[config.mk]
export PLATFORM = sky130hd
export DESIGN_NAME = mecanum_wheel_setpoint_ramp_flat
export DESIGN_NICKNAME = d
export VERILOG_FILES = /design/src/rtl/core/mwsr_pkg.sv /design/src/rtl/core/mwsr_stream_if.sv /design/src/rtl/core/mecanum_wheel_setpoint_ramp.sv /design/src/rtl/core/mwsr_divider.sv /design/src/flat_wrapper.sv
export VERILOG_INCLUDE_DIRS = /design/src /design/src/rtl/core
export SDC_FILE = /design/constraint.sdc
export NUM_CORES = 2
export LEC_CHECK = 0
export BUFFER_PORTS_ARGS = -buffer_cell sky130_fd_sc_hd__buf_2
export CAP_MARGIN = 30
export CORE_ASPECT_RATIO = 1.5
export CORE_MARGIN = 2
export CORE_UTILIZATION = 55
export DETAILED_ROUTE_END_ITERATION = 7
export MAX_ROUTING_LAYER = met4
export PLACE_DENSITY_LB_ADDON = 0.12
export SYNTH_ARGS = -nofsm -noshare
export SYNTH_HDL_FRONTEND = slang
export SYNTH_HIERARCHICAL = 1
export SYNTH_SLANG_ARGS = --single-unit
[constraint.sdc]
create_clock -name i_clk -period 21.4 [get_ports i_clk]
set_input_delay 3.21 -clock i_clk [delete_from_list [all_inputs] [get_ports i_clk]]
set_output_delay 3.21 -clock i_clk [all_outputs]
set_load 0.03 [all_outputs]
[src/rtl/core/assert_macros.svh]
// Assertion macros shared by the RTL files.
`ifndef ASSERT_MACROS_SVH
`define ASSERT_MACROS_SVH
// Implication checked at every rising clock edge outside reset.
`define CHK_IMPL(label, clk, rst_n, ante, cons, msg) \
    label: assert property (@(posedge clk) disable iff (!rst_n) (ante) |-> (cons)) \
        else $error(msg);
// Next-cycle implication checked at every rising clock edge outside reset.
`define CHK_NEXT(label, clk, rst_n, ante, cons, msg) \
    label: assert property (@(posedge clk) disable iff (!rst_n) (ante) |=> (cons)) \
        else $error(msg);
`endif

[src/rtl/core/mwsr_pkg.sv]
// Types and constants of the mecanum wheel setpoint ramp.
package mwsr_pkg;
    localparam int unsigned NUM_WHEELS = 4;
    localparam int unsigned CMD_W      = 16;
    localparam int unsigned TGT_W      = 18;
    localparam int unsigned OUT_W      = 16;
    localparam int unsigned DIV_W      = 34;
    localparam int unsigned ADDR_W     = 5;

    localparam logic [ADDR_W-1:0] REG_SPEED_LIMIT  = 5'd0;
    localparam logic [ADDR_W-1:0] REG_RAMP_STEP    = 5'd4;
    localparam logic [ADDR_W-1:0] REG_INIT_STEP    = 5'd8;
    localparam logic [ADDR_W-1:0] REG_OMEGA_MAX    = 5'd12;
    localparam logic [ADDR_W-1:0] REG_VELOCITY_MAX = 5'd16;

    typedef struct packed {
        logic signed [CMD_W-1:0] vel_x;
        logic signed [CMD_W-1:0] vel_y;
        logic signed [CMD_W-1:0] vel_rot;
    } t_cmd;

    typedef struct packed {
        logic signed [OUT_W-1:0] omega_front_left;
        logic signed [OUT_W-1:0] omega_front_right;
        logic signed [OUT_W-1:0] omega_rear_right;
        logic signed [OUT_W-1:0] omega_rear_left;
    } t_res;

    typedef struct packed {
        logic              start;
        logic [DIV_W-1:0]  dividend;
        logic [DIV_W-1:0]  divisor;
    } t_div_req;

    typedef struct packed {
        logic              done;
        logic              busy;
        logic [DIV_W-1:0]  quotient;
    } t_div_rsp;
endpackage

[src/rtl/core/mwsr_stream_if.sv]
// Valid/ready channel interface carrying one payload.
interface mwsr_stream_if #(parameter type T = logic);
    logic valid;
    logic ready;
    T     data;
    modport source (output valid, output data, input ready);
    modport sink (input valid, input data, output ready);
endinterface

[src/rtl/core/mecanum_wheel_setpoint_ramp.sv]
// Top level of the mecanum wheel setpoint ramp.
// Usage:
// A body velocity command (vel_x, vel_y, vel_rot) is taken on the command
// channel by a valid/ready transfer. The block mixes it into four wheel
// targets, scales them down when one exceeds speed_limit, ramps the held
// wheel velocities and scales each to an omega value.
// One item is worked on at a time. The shared bit-serial divider does four
// divisions for limiting (only when the limit is exceeded) and four for the
// outputs; they follow the mix pass and the ramp pass over the four wheels
// respectively, and the result is then loaded into the output register.
// The result is held in an output register until the sink takes it; the next
// command is accepted in that time and works until it needs that register.
// Reset clears the wheel velocities, the initial phase flag and restores
// register reset values. If the receiver stalls, the result stays stable.
// Registers are written over the APB port at byte addresses 0, 4, 8, 12, 16.
`include "assert_macros.svh"
module mecanum_wheel_setpoint_ramp (
    input  logic                            i_clk,
    input  logic                            i_rst_n,
    mwsr_stream_if.sink                     i_cmd,
    mwsr_stream_if.source                   o_res,
    input  logic                            psel,
    input  logic                            penable,
    input  logic                            pwrite,
    input  logic [mwsr_pkg::ADDR_W-1:0]     paddr,
    input  logic [31:0]                     pwdata,
    output logic [31:0]                     prdata,
    output logic                            pready
);
    import mwsr_pkg::*;

    typedef enum logic [3:0] {
        S_IDLE, S_MIX, S_LIM_START, S_LIM_WAIT, S_RAMP, S_OUT_START, S_OUT_WAIT, S_PUSH
    } t_state;

    t_state r_state;
    logic [14:0] r_speed_limit, r_omega_max, r_velocity_max;
    logic [11:0] r_ramp_step, r_init_step;
    logic signed [TGT_W-1:0] r_tgt [NUM_WHEELS];
    logic signed [OUT_W-1:0] r_vel [NUM_WHEELS];
    logic signed [OUT_W-1:0] r_omega [NUM_WHEELS];
    logic        r_init_done;
    logic [1:0]  r_idx;
    logic [TGT_W-1:0] r_peak;
    logic        r_neg;
    t_cmd        r_cmd;
    logic        r_out_valid;
    t_res        r_out;
    t_div_req    w_req;
    t_div_rsp    w_rsp;

    logic signed [TGT_W-1:0] w_t;
    logic signed [TGT_W-1:0] w_v;
    logic signed [TGT_W:0]   w_up, w_dn;
    logic [11:0]             w_st;
    logic [TGT_W-1:0]        w_abs;
    logic signed [TGT_W-1:0] w_mix;
    logic signed [TGT_W-1:0] w_sx, w_sy, w_sr;
    logic [DIV_W-1:0]        w_q;
    logic                    w_cfg_wr;

    assign pready   = 1'b1;
    assign w_cfg_wr = psel && penable && pwrite;

    always_comb begin
        case (paddr)
            REG_SPEED_LIMIT:  prdata = {17'd0, r_speed_limit};
            REG_RAMP_STEP:    prdata = {20'd0, r_ramp_step};
            REG_INIT_STEP:    prdata = {20'd0, r_init_step};
            REG_OMEGA_MAX:    prdata = {17'd0, r_omega_max};
            REG_VELOCITY_MAX: prdata = {17'd0, r_velocity_max};
            default:          prdata = '0;
        endcase
    end

    assign w_sx = TGT_W'(r_cmd.vel_x);
    assign w_sy = TGT_W'(r_cmd.vel_y);
    assign w_sr = TGT_W'(r_cmd.vel_rot);

    always_comb begin
        case (r_idx)
            2'd0:    w_mix = w_sx + w_sy + w_sr;
            2'd1:    w_mix = w_sx - w_sy + w_sr;
            2'd2:    w_mix = w_sr - w_sx - w_sy;
            default: w_mix = w_sr - w_sx + w_sy;
        endcase
    end
    assign w_abs = w_mix[TGT_W-1] ? TGT_W'(-w_mix) : w_mix;

    assign w_t  = r_tgt[r_idx];
    assign w_v  = TGT_W'(r_vel[r_idx]);
    assign w_st = r_init_done ? r_ramp_step : r_init_step;
    assign w_up = (TGT_W+1)'(w_v) + (TGT_W+1)'($signed({1'b0, w_st}));
    assign w_dn = (TGT_W+1)'(w_v) - (TGT_W+1)'($signed({1'b0, w_st}));

    always_comb begin
        w_req = '0;
        if (r_state == S_LIM_START) begin
            w_req.start    = 1'b1;
            w_req.dividend = DIV_W'(w_t[TGT_W-1] ? TGT_W'(-w_t) : w_t)
                             * DIV_W'(r_speed_limit);
            w_req.divisor  = DIV_W'(r_peak);
        end else if (r_state == S_OUT_START) begin
            w_req.start    = 1'b1;
            w_req.dividend = DIV_W'(r_vel[r_idx][OUT_W-1] ? 17'(-17'(r_vel[r_idx]))
                                    : 17'(r_vel[r_idx])) * DIV_W'(r_omega_max);
            w_req.divisor  = (r_velocity_max == '0) ? DIV_W'(1) : DIV_W'(r_velocity_max);
        end
    end

    mwsr_divider u_div (
        .i_clk   (i_clk),
        .i_rst_n (i_rst_n),
        .i_req   (w_req),
        .o_rsp   (w_rsp)
    );
    assign w_q = w_rsp.quotient;

    assign i_cmd.ready = (r_state == S_IDLE);
    assign o_res.valid = r_out_valid;
    assign o_res.data  = r_out;

    always_ff @(posedge i_clk) begin
        if (!i_rst_n) begin
            r_state        <= S_IDLE;
            r_speed_limit  <= 15'd1000;
            r_ramp_step    <= 12'd20;
            r_init_step    <= 12'd6;
            r_omega_max    <= 15'd40;
            r_velocity_max <= 15'd1000;
            r_init_done    <= 1'b0;
            r_out_valid    <= 1'b0;
            r_idx          <= '0;
            for (int i = 0; i < NUM_WHEELS; i++) r_vel[i] <= '0;
        end else begin
            if (w_cfg_wr) begin
                case (paddr)
                    REG_SPEED_LIMIT:  r_speed_limit  <= pwdata[14:0];
                    REG_RAMP_STEP:    r_ramp_step    <= pwdata[11:0];
                    REG_INIT_STEP:    r_init_step    <= pwdata[11:0];
                    REG_OMEGA_MAX:    r_omega_max    <= pwdata[14:0];
                    REG_VELOCITY_MAX: r_velocity_max <= pwdata[14:0];
                    default: ;
                endcase
            end
            if (o_res.valid && o_res.ready && r_state != S_PUSH) r_out_valid <= 1'b0;
            case (r_state)
                S_IDLE: begin
                    if (i_cmd.valid) begin
                        r_cmd   <= i_cmd.data;
                        r_idx   <= '0;
                        r_peak  <= '0;
                        r_state <= S_MIX;
                    end
                end
                S_MIX: begin
                    r_tgt[r_idx] <= w_mix;
                    if (w_abs > r_peak) r_peak <= w_abs;
                    r_idx <= r_idx + 2'd1;
                    if (r_idx == 2'(NUM_WHEELS - 1)) begin
                        r_state <= ((w_abs > r_peak ? w_abs : r_peak) > TGT_W'(r_speed_limit))
                                   ? S_LIM_START : S_RAMP;
                    end
                end
                S_LIM_START: begin
                    r_neg   <= w_t[TGT_W-1];
                    r_state <= S_LIM_WAIT;
                end
                S_LIM_WAIT: begin
                    if (w_rsp.done) begin
                        r_tgt[r_idx] <= r_neg ? TGT_W'(-$signed(w_q[TGT_W-1:0]))
                                              : $signed(w_q[TGT_W-1:0]);
                        r_idx   <= r_idx + 2'd1;
                        r_state <= (r_idx == 2'(NUM_WHEELS - 1)) ? S_RAMP : S_LIM_START;
                    end
                end
                S_RAMP: begin
                    if (w_v != w_t) begin
                        if (w_up < (TGT_W+1)'(w_t)) begin
                            r_vel[r_idx] <= OUT_W'(w_up);
                        end else if (w_dn > (TGT_W+1)'(w_t)) begin
                            r_vel[r_idx] <= OUT_W'(w_dn);
                        end else begin
                            r_vel[r_idx] <= OUT_W'(w_t);
                            r_init_done  <= 1'b1;
                        end
                    end
                    r_idx <= r_idx + 2'd1;
                    if (r_idx == 2'(NUM_WHEELS - 1)) r_state <= S_OUT_START;
                end
                S_OUT_START: begin
                    r_neg   <= r_vel[r_idx][OUT_W-1];
                    r_state <= S_OUT_WAIT;
                end
                S_OUT_WAIT: begin
                    if (w_rsp.done) begin
                        if (w_q > DIV_W'(32767))
                            r_omega[r_idx] <= r_neg ? OUT_W'(-32768) : OUT_W'(32767);
                        else
                            r_omega[r_idx] <= r_neg ? OUT_W'(-$signed(w_q[OUT_W-1:0]))
                                                    : $signed(w_q[OUT_W-1:0]);
                        r_idx   <= r_idx + 2'd1;
                        r_state <= (r_idx == 2'(NUM_WHEELS - 1)) ? S_PUSH : S_OUT_START;
                    end
                end
                S_PUSH: begin
                    if (!r_out_valid || o_res.ready) begin
                        r_out.omega_front_left  <= r_omega[0];
                        r_out.omega_front_right <= r_omega[1];
                        r_out.omega_rear_right  <= r_omega[2];
                        r_out.omega_rear_left   <= r_omega[3];
                        r_out_valid <= 1'b1;
                        r_state     <= S_IDLE;
                    end
                end
                default: r_state <= S_IDLE;
            endcase
        end
    end

    `CHK_NEXT(a_out_stable, i_clk, i_rst_n, o_res.valid && !o_res.ready, o_res.valid && $stable(o_res.data), "result changed while stalled")
    `CHK_IMPL(a_accept_idle, i_clk, i_rst_n, i_cmd.valid && i_cmd.ready, r_state == S_IDLE, "command taken while busy")
    `CHK_NEXT(a_phase_sticky, i_clk, i_rst_n, r_init_done, r_init_done, "initial phase flag cleared")
endmodule

[src/rtl/core/mwsr_divider.sv]
// Bit-serial unsigned restoring divider, one quotient bit per cycle.
`include "assert_macros.svh"
module mwsr_divider (
    input  logic                i_clk,
    input  logic                i_rst_n,
    input  mwsr_pkg::t_div_req  i_req,
    output mwsr_pkg::t_div_rsp  o_rsp
);
    import mwsr_pkg::*;

    logic [DIV_W-1:0] r_quo, n_quo;
    logic [DIV_W-1:0] r_rem, n_rem;
    logic [DIV_W-1:0] r_dvs, n_dvs;
    logic [5:0]       r_cnt, n_cnt;
    logic             r_busy, n_busy;
    logic             r_done, n_done;
    logic [DIV_W:0]   w_trial;

    always_comb begin
        n_quo  = r_quo;
        n_rem  = r_rem;
        n_dvs  = r_dvs;
        n_cnt  = r_cnt;
        n_busy = r_busy;
        n_done = 1'b0;
        w_trial = {r_rem, r_quo[DIV_W-1]} - {1'b0, r_dvs};
        if (i_req.start) begin
            n_quo  = i_req.dividend;
            n_rem  = '0;
            n_dvs  = i_req.divisor;
            n_cnt  = 6'(DIV_W);
            n_busy = 1'b1;
        end else if (r_busy) begin
            if (!w_trial[DIV_W]) begin
                n_rem = w_trial[DIV_W-1:0];
                n_quo = {r_quo[DIV_W-2:0], 1'b1};
            end else begin
                n_rem = {r_rem[DIV_W-2:0], r_quo[DIV_W-1]};
                n_quo = {r_quo[DIV_W-2:0], 1'b0};
            end
            n_cnt = r_cnt - 6'd1;
            if (r_cnt == 6'd1) begin
                n_busy = 1'b0;
                n_done = 1'b1;
            end
        end
    end

    always_ff @(posedge i_clk) begin
        if (!i_rst_n) begin
            r_busy <= 1'b0;
            r_done <= 1'b0;
            r_cnt  <= '0;
        end else begin
            r_busy <= n_busy;
            r_done <= n_done;
            r_cnt  <= n_cnt;
        end
        r_quo <= n_quo;
        r_rem <= n_rem;
        r_dvs <= n_dvs;
    end

    assign o_rsp.done     = r_done;
    assign o_rsp.busy     = r_busy;
    assign o_rsp.quotient = r_quo;

    `CHK_NEXT(a_div_done_after_last, i_clk, i_rst_n, r_busy && r_cnt == 6'd1 && !i_req.start, r_done && !r_busy, "divider did not finish on its last bit")
    `CHK_IMPL(a_div_done_not_busy, i_clk, i_rst_n, r_done, !r_busy, "divider done while still busy")
    `CHK_NEXT(a_div_start_busy, i_clk, i_rst_n, i_req.start, r_busy, "divider not busy after start")
endmodule
[src/flat_wrapper.sv]
// flat-port wrapper written by rule: the top's interface ports become plain ports
module mecanum_wheel_setpoint_ramp_flat import mwsr_pkg::*;
  (i_clk, i_rst_n, psel, penable, pwrite, paddr, pwdata, prdata, pready, i_cmd_valid, i_cmd_data, i_cmd_ready, o_res_valid, o_res_data, o_res_ready);
  mwsr_stream_if i_cmd_i ();
  mwsr_stream_if o_res_i ();
  input  logic i_clk;
  input  logic i_rst_n;
  input  logic psel;
  input  logic penable;
  input  logic pwrite;
  input  logic [mwsr_pkg::ADDR_W-1:0] paddr;
  input  logic [31:0] pwdata;
  output logic [31:0] prdata;
  output logic pready;
  input wire logic [$bits(i_cmd_i.valid)-1:0] i_cmd_valid;
  input wire logic [$bits(i_cmd_i.data)-1:0] i_cmd_data;
  output wire logic [$bits(i_cmd_i.ready)-1:0] i_cmd_ready;
  output wire logic [$bits(o_res_i.valid)-1:0] o_res_valid;
  output wire logic [$bits(o_res_i.data)-1:0] o_res_data;
  input wire logic [$bits(o_res_i.ready)-1:0] o_res_ready;
  assign i_cmd_i.valid = i_cmd_valid;
  assign i_cmd_i.data = i_cmd_data;
  assign i_cmd_ready = i_cmd_i.ready;
  assign o_res_valid = o_res_i.valid;
  assign o_res_data = o_res_i.data;
  assign o_res_i.ready = o_res_ready;
  mecanum_wheel_setpoint_ramp u_core (.i_clk(i_clk), .i_rst_n(i_rst_n), .i_cmd(i_cmd_i), .o_res(o_res_i), .psel(psel), .penable(penable), .pwrite(pwrite), .paddr(paddr), .pwdata(pwdata), .prdata(prdata), .pready(pready));
endmodule
==> flow_metrics.env <==
export IMPL_status="finished clean"
export IMPL_die_h_microns=332
export IMPL_vias=29800
export IMPL_core_sq_um=71200
export IMPL_stdcell_count=5100
export IMPL_firstDrtPassIters=7
export IMPL_dp_cells=5029
export IMPL_start_util_pct=55.4
export IMPL_routed_wl_mm=111
export IMPL_grtUsageTotal_pct=31.8
export IMPL_die_w_microns=223
export IMPL_cts_buffers=37
export IMPL_worst_ep_required_time_ns=21.72
export IMPL_ioPinCount=81
export IMPL_area_delta_synth_final_pct=6.46
export IMPL_crit_type="flip-flop to flip-flop"
export IMPL_cp_start_kind="flip-flop"
export IMPL_drtIter0Drc=2245
export IMPL_slowest_delay_ns=0.85
export IMPL_htreeDepth=2
export IMPL_slew_headroom_pct=29.7
export IMPL_report_final_slew_viol_count=0
export IMPL_clkSinkCount=346
export IMPL_drt_antenna_violating_nets=0
export IMPL_overflow=0
export IMPL_nNetsFinal=4964
export IMPL_avgSynthCellArea_sq_um=9.51
export IMPL_dp_hpwl_mm=87.1
export IMPL_clock_latency_ns=0.57
export IMPL_clock_skew_ns=0.0220
export IMPL_synth_area_sq_um=39500
export IMPL_drive_above_1_share_pct=7.34
export IMPL_grt_max_degree=60
export IMPL_rows=120
export IMPL_fin_crit_sh_pct=48.5
export IMPL_via_per_inst=5.84
export IMPL_min_path_type="flip-flop to flip-flop"
export IMPL_dieArea_sq_um=73900
export IMPL_antenna_found_initial=4
export IMPL_cts_hold_buf=0
export IMPL_synth_cells=4151
export IMPL_hold_viol=0
export IMPL_gp_congestion=0.966
export IMPL_slowest_stage="fa_1"
export IMPL_first_global_vias=30700
export IMPL_root_buffer="clkbuf_16"
export IMPL_port_buffers=45
export IMPL_crit_top_cell="fa_1"
export IMPL_grt_pass1_wl_mm=174
export IMPL_cp_end_kind="flip-flop"
export IMPL_drc=0
export IMPL_post_cts_buffers=0
export IMPL_critPathArrivalTime_ns=10.70
export IMPL_clk_path_buf_depth=3
export IMPL_cts_tree="built"
export IMPL_worst_pin_slew_ns=1.05
export IMPL_fin_crit_ns=10.37
export IMPL_path_max_fanout=35
export IMPL_yosys_warnings=6
export IMPL_fmax_mhz=96.4
export IMPL_rsz0062_at_grt="no"
export IMPL_final_setup_tns_ns=0
export IMPL_setup_viol=0
export IMPL_wire_per_inst_microns=21.8
export IMPL_cts_resized=0
export IMPL_cts_clk_slew_worst_paths_ns=0.07
export IMPL_cap_violations=0
sequential cells by signal, summed over array words and instances, names as in the netlist, named ones only:
signal / cells
u_core/u_div/r_done: 1
u_core/r_ramp_step: 12
u_core/r_init_step: 12
u_core/r_neg: 1
u_core/r_omega: 1
u_core/r_idx: 2
u_core/u_div/r_quo: 34
u_core/o_res.valid: 1
u_core/u_div/r_busy: 1
u_core/r_vel: 64
u_core/r_tgt: 72
u_core/u_div/r_rem: 34
u_core/r_init_done: 1
u_core/u_div/r_cnt: 6
u_core/r_omega_max: 15
u_core/r_velocity_max: 15
u_core/r_speed_limit: 15
u_core/r_state: 3
u_core/u_div/r_dvs: 34
u_core/o_res.data: 1
u_core/r_cmd: 1
u_core/r_peak: 18
layout make-up:
| cell class | instances | area, sq um |
|---|---|---|
| Fill cell | 6310 | 29200 |
| Multi-Input combinational cell | 3038 | 27300 |
| Sequential cell | 346 | 9190 |
| Inverter | 610 | 2290 |
| Tap cell | 915 | 1140 |
| Clock buffer | 55 | 1110 |
| Timing Repair Buffer | 120 | 836 |
| Clock inverter | 13 | 113 |
| Antenna cell | 3 | 7.51 |
path summary, 6_finish.rpt:
path / start / to / slack (ns) / depth (start not counted)
min: u_core/r_omega[3][0] / u_core/o_res.data / 0.44 / 0
min reg2reg: u_core/r_omega[3][0] / u_core/o_res.data / 0.44 / 0
max reg2reg: flip-flop / u_core/u_div/r_quo[33] / 11.03 / 28
max: flip-flop / u_core/u_div/r_quo[33] / 11.03 / 28
metal layers:
metal  track usage (%)  wire length (microns)
met5                 -                      0
met4              14.3                   5770
met1              36.7                  41400
met3              3.77                   6420
met2              55.4                  57600
metrics by stage:
step | instance area (sq um) | utilization (%) | hold WS (ns) | worst slack, ns
final | 42000 | 59.0 | 0.440 | 11.03
after global routing | 42000 | 59.0 | 0.441 | 10.36
after floorplan | 39700 | - | 0.400 | 12.69
after CTS | 42000 | 59.0 | 0.440 | 10.95
after global placement | 40700 | 57.1 | 0.410 | 11.10
after detailed placement | 40800 | 57.3 | 0.424 | 10.98
critical path: cells and delay by family (launching register included):
family	cells	cell delay [ns]
AO/OA/AOI/OAI	5	1.12
XOR/XNOR	1	0.59
AND/OR/NAND/NOR	9	2.50
adder cells (fa/ha/maj)	7	3.58
flip-flops	1	0.31
buffers and inverters	4	0.94
multiplexers	2	1.03
cell usage in the layout, fill, tap and decap left out, types with 29 or more instances in the layout:
| cell | instances |
|---|---|
| mux2i_1 | 51 |
| nand3_1 | 48 |
| fa_1 | 526 |
| o21ai_0 | 85 |
| a311oi_1 | 29 |
| conb_1 | 64 |
| a21oi_1 | 181 |
| nor3_1 | 35 |
| mux4_2 | 33 |
| a21o_1 | 56 |
| buf_2 | 45 |
| nor2_1 | 323 |
| xor2_1 | 55 |
| edfxtp_1 | 226 |
| dfxtp_1 | 118 |
| nand2_1 | 513 |
| inv_1 | 604 |
| mux2_2 | 38 |
| xnor2_1 | 129 |
| clkbuf_16 | 40 |
| buf_4 | 71 |
| and2_1 | 201 |
| ha_1 | 240 |
Power is left out: the tool's default activity adds up to more than one toggle a clock period on the data nets, which glitch-free logic cannot reach.
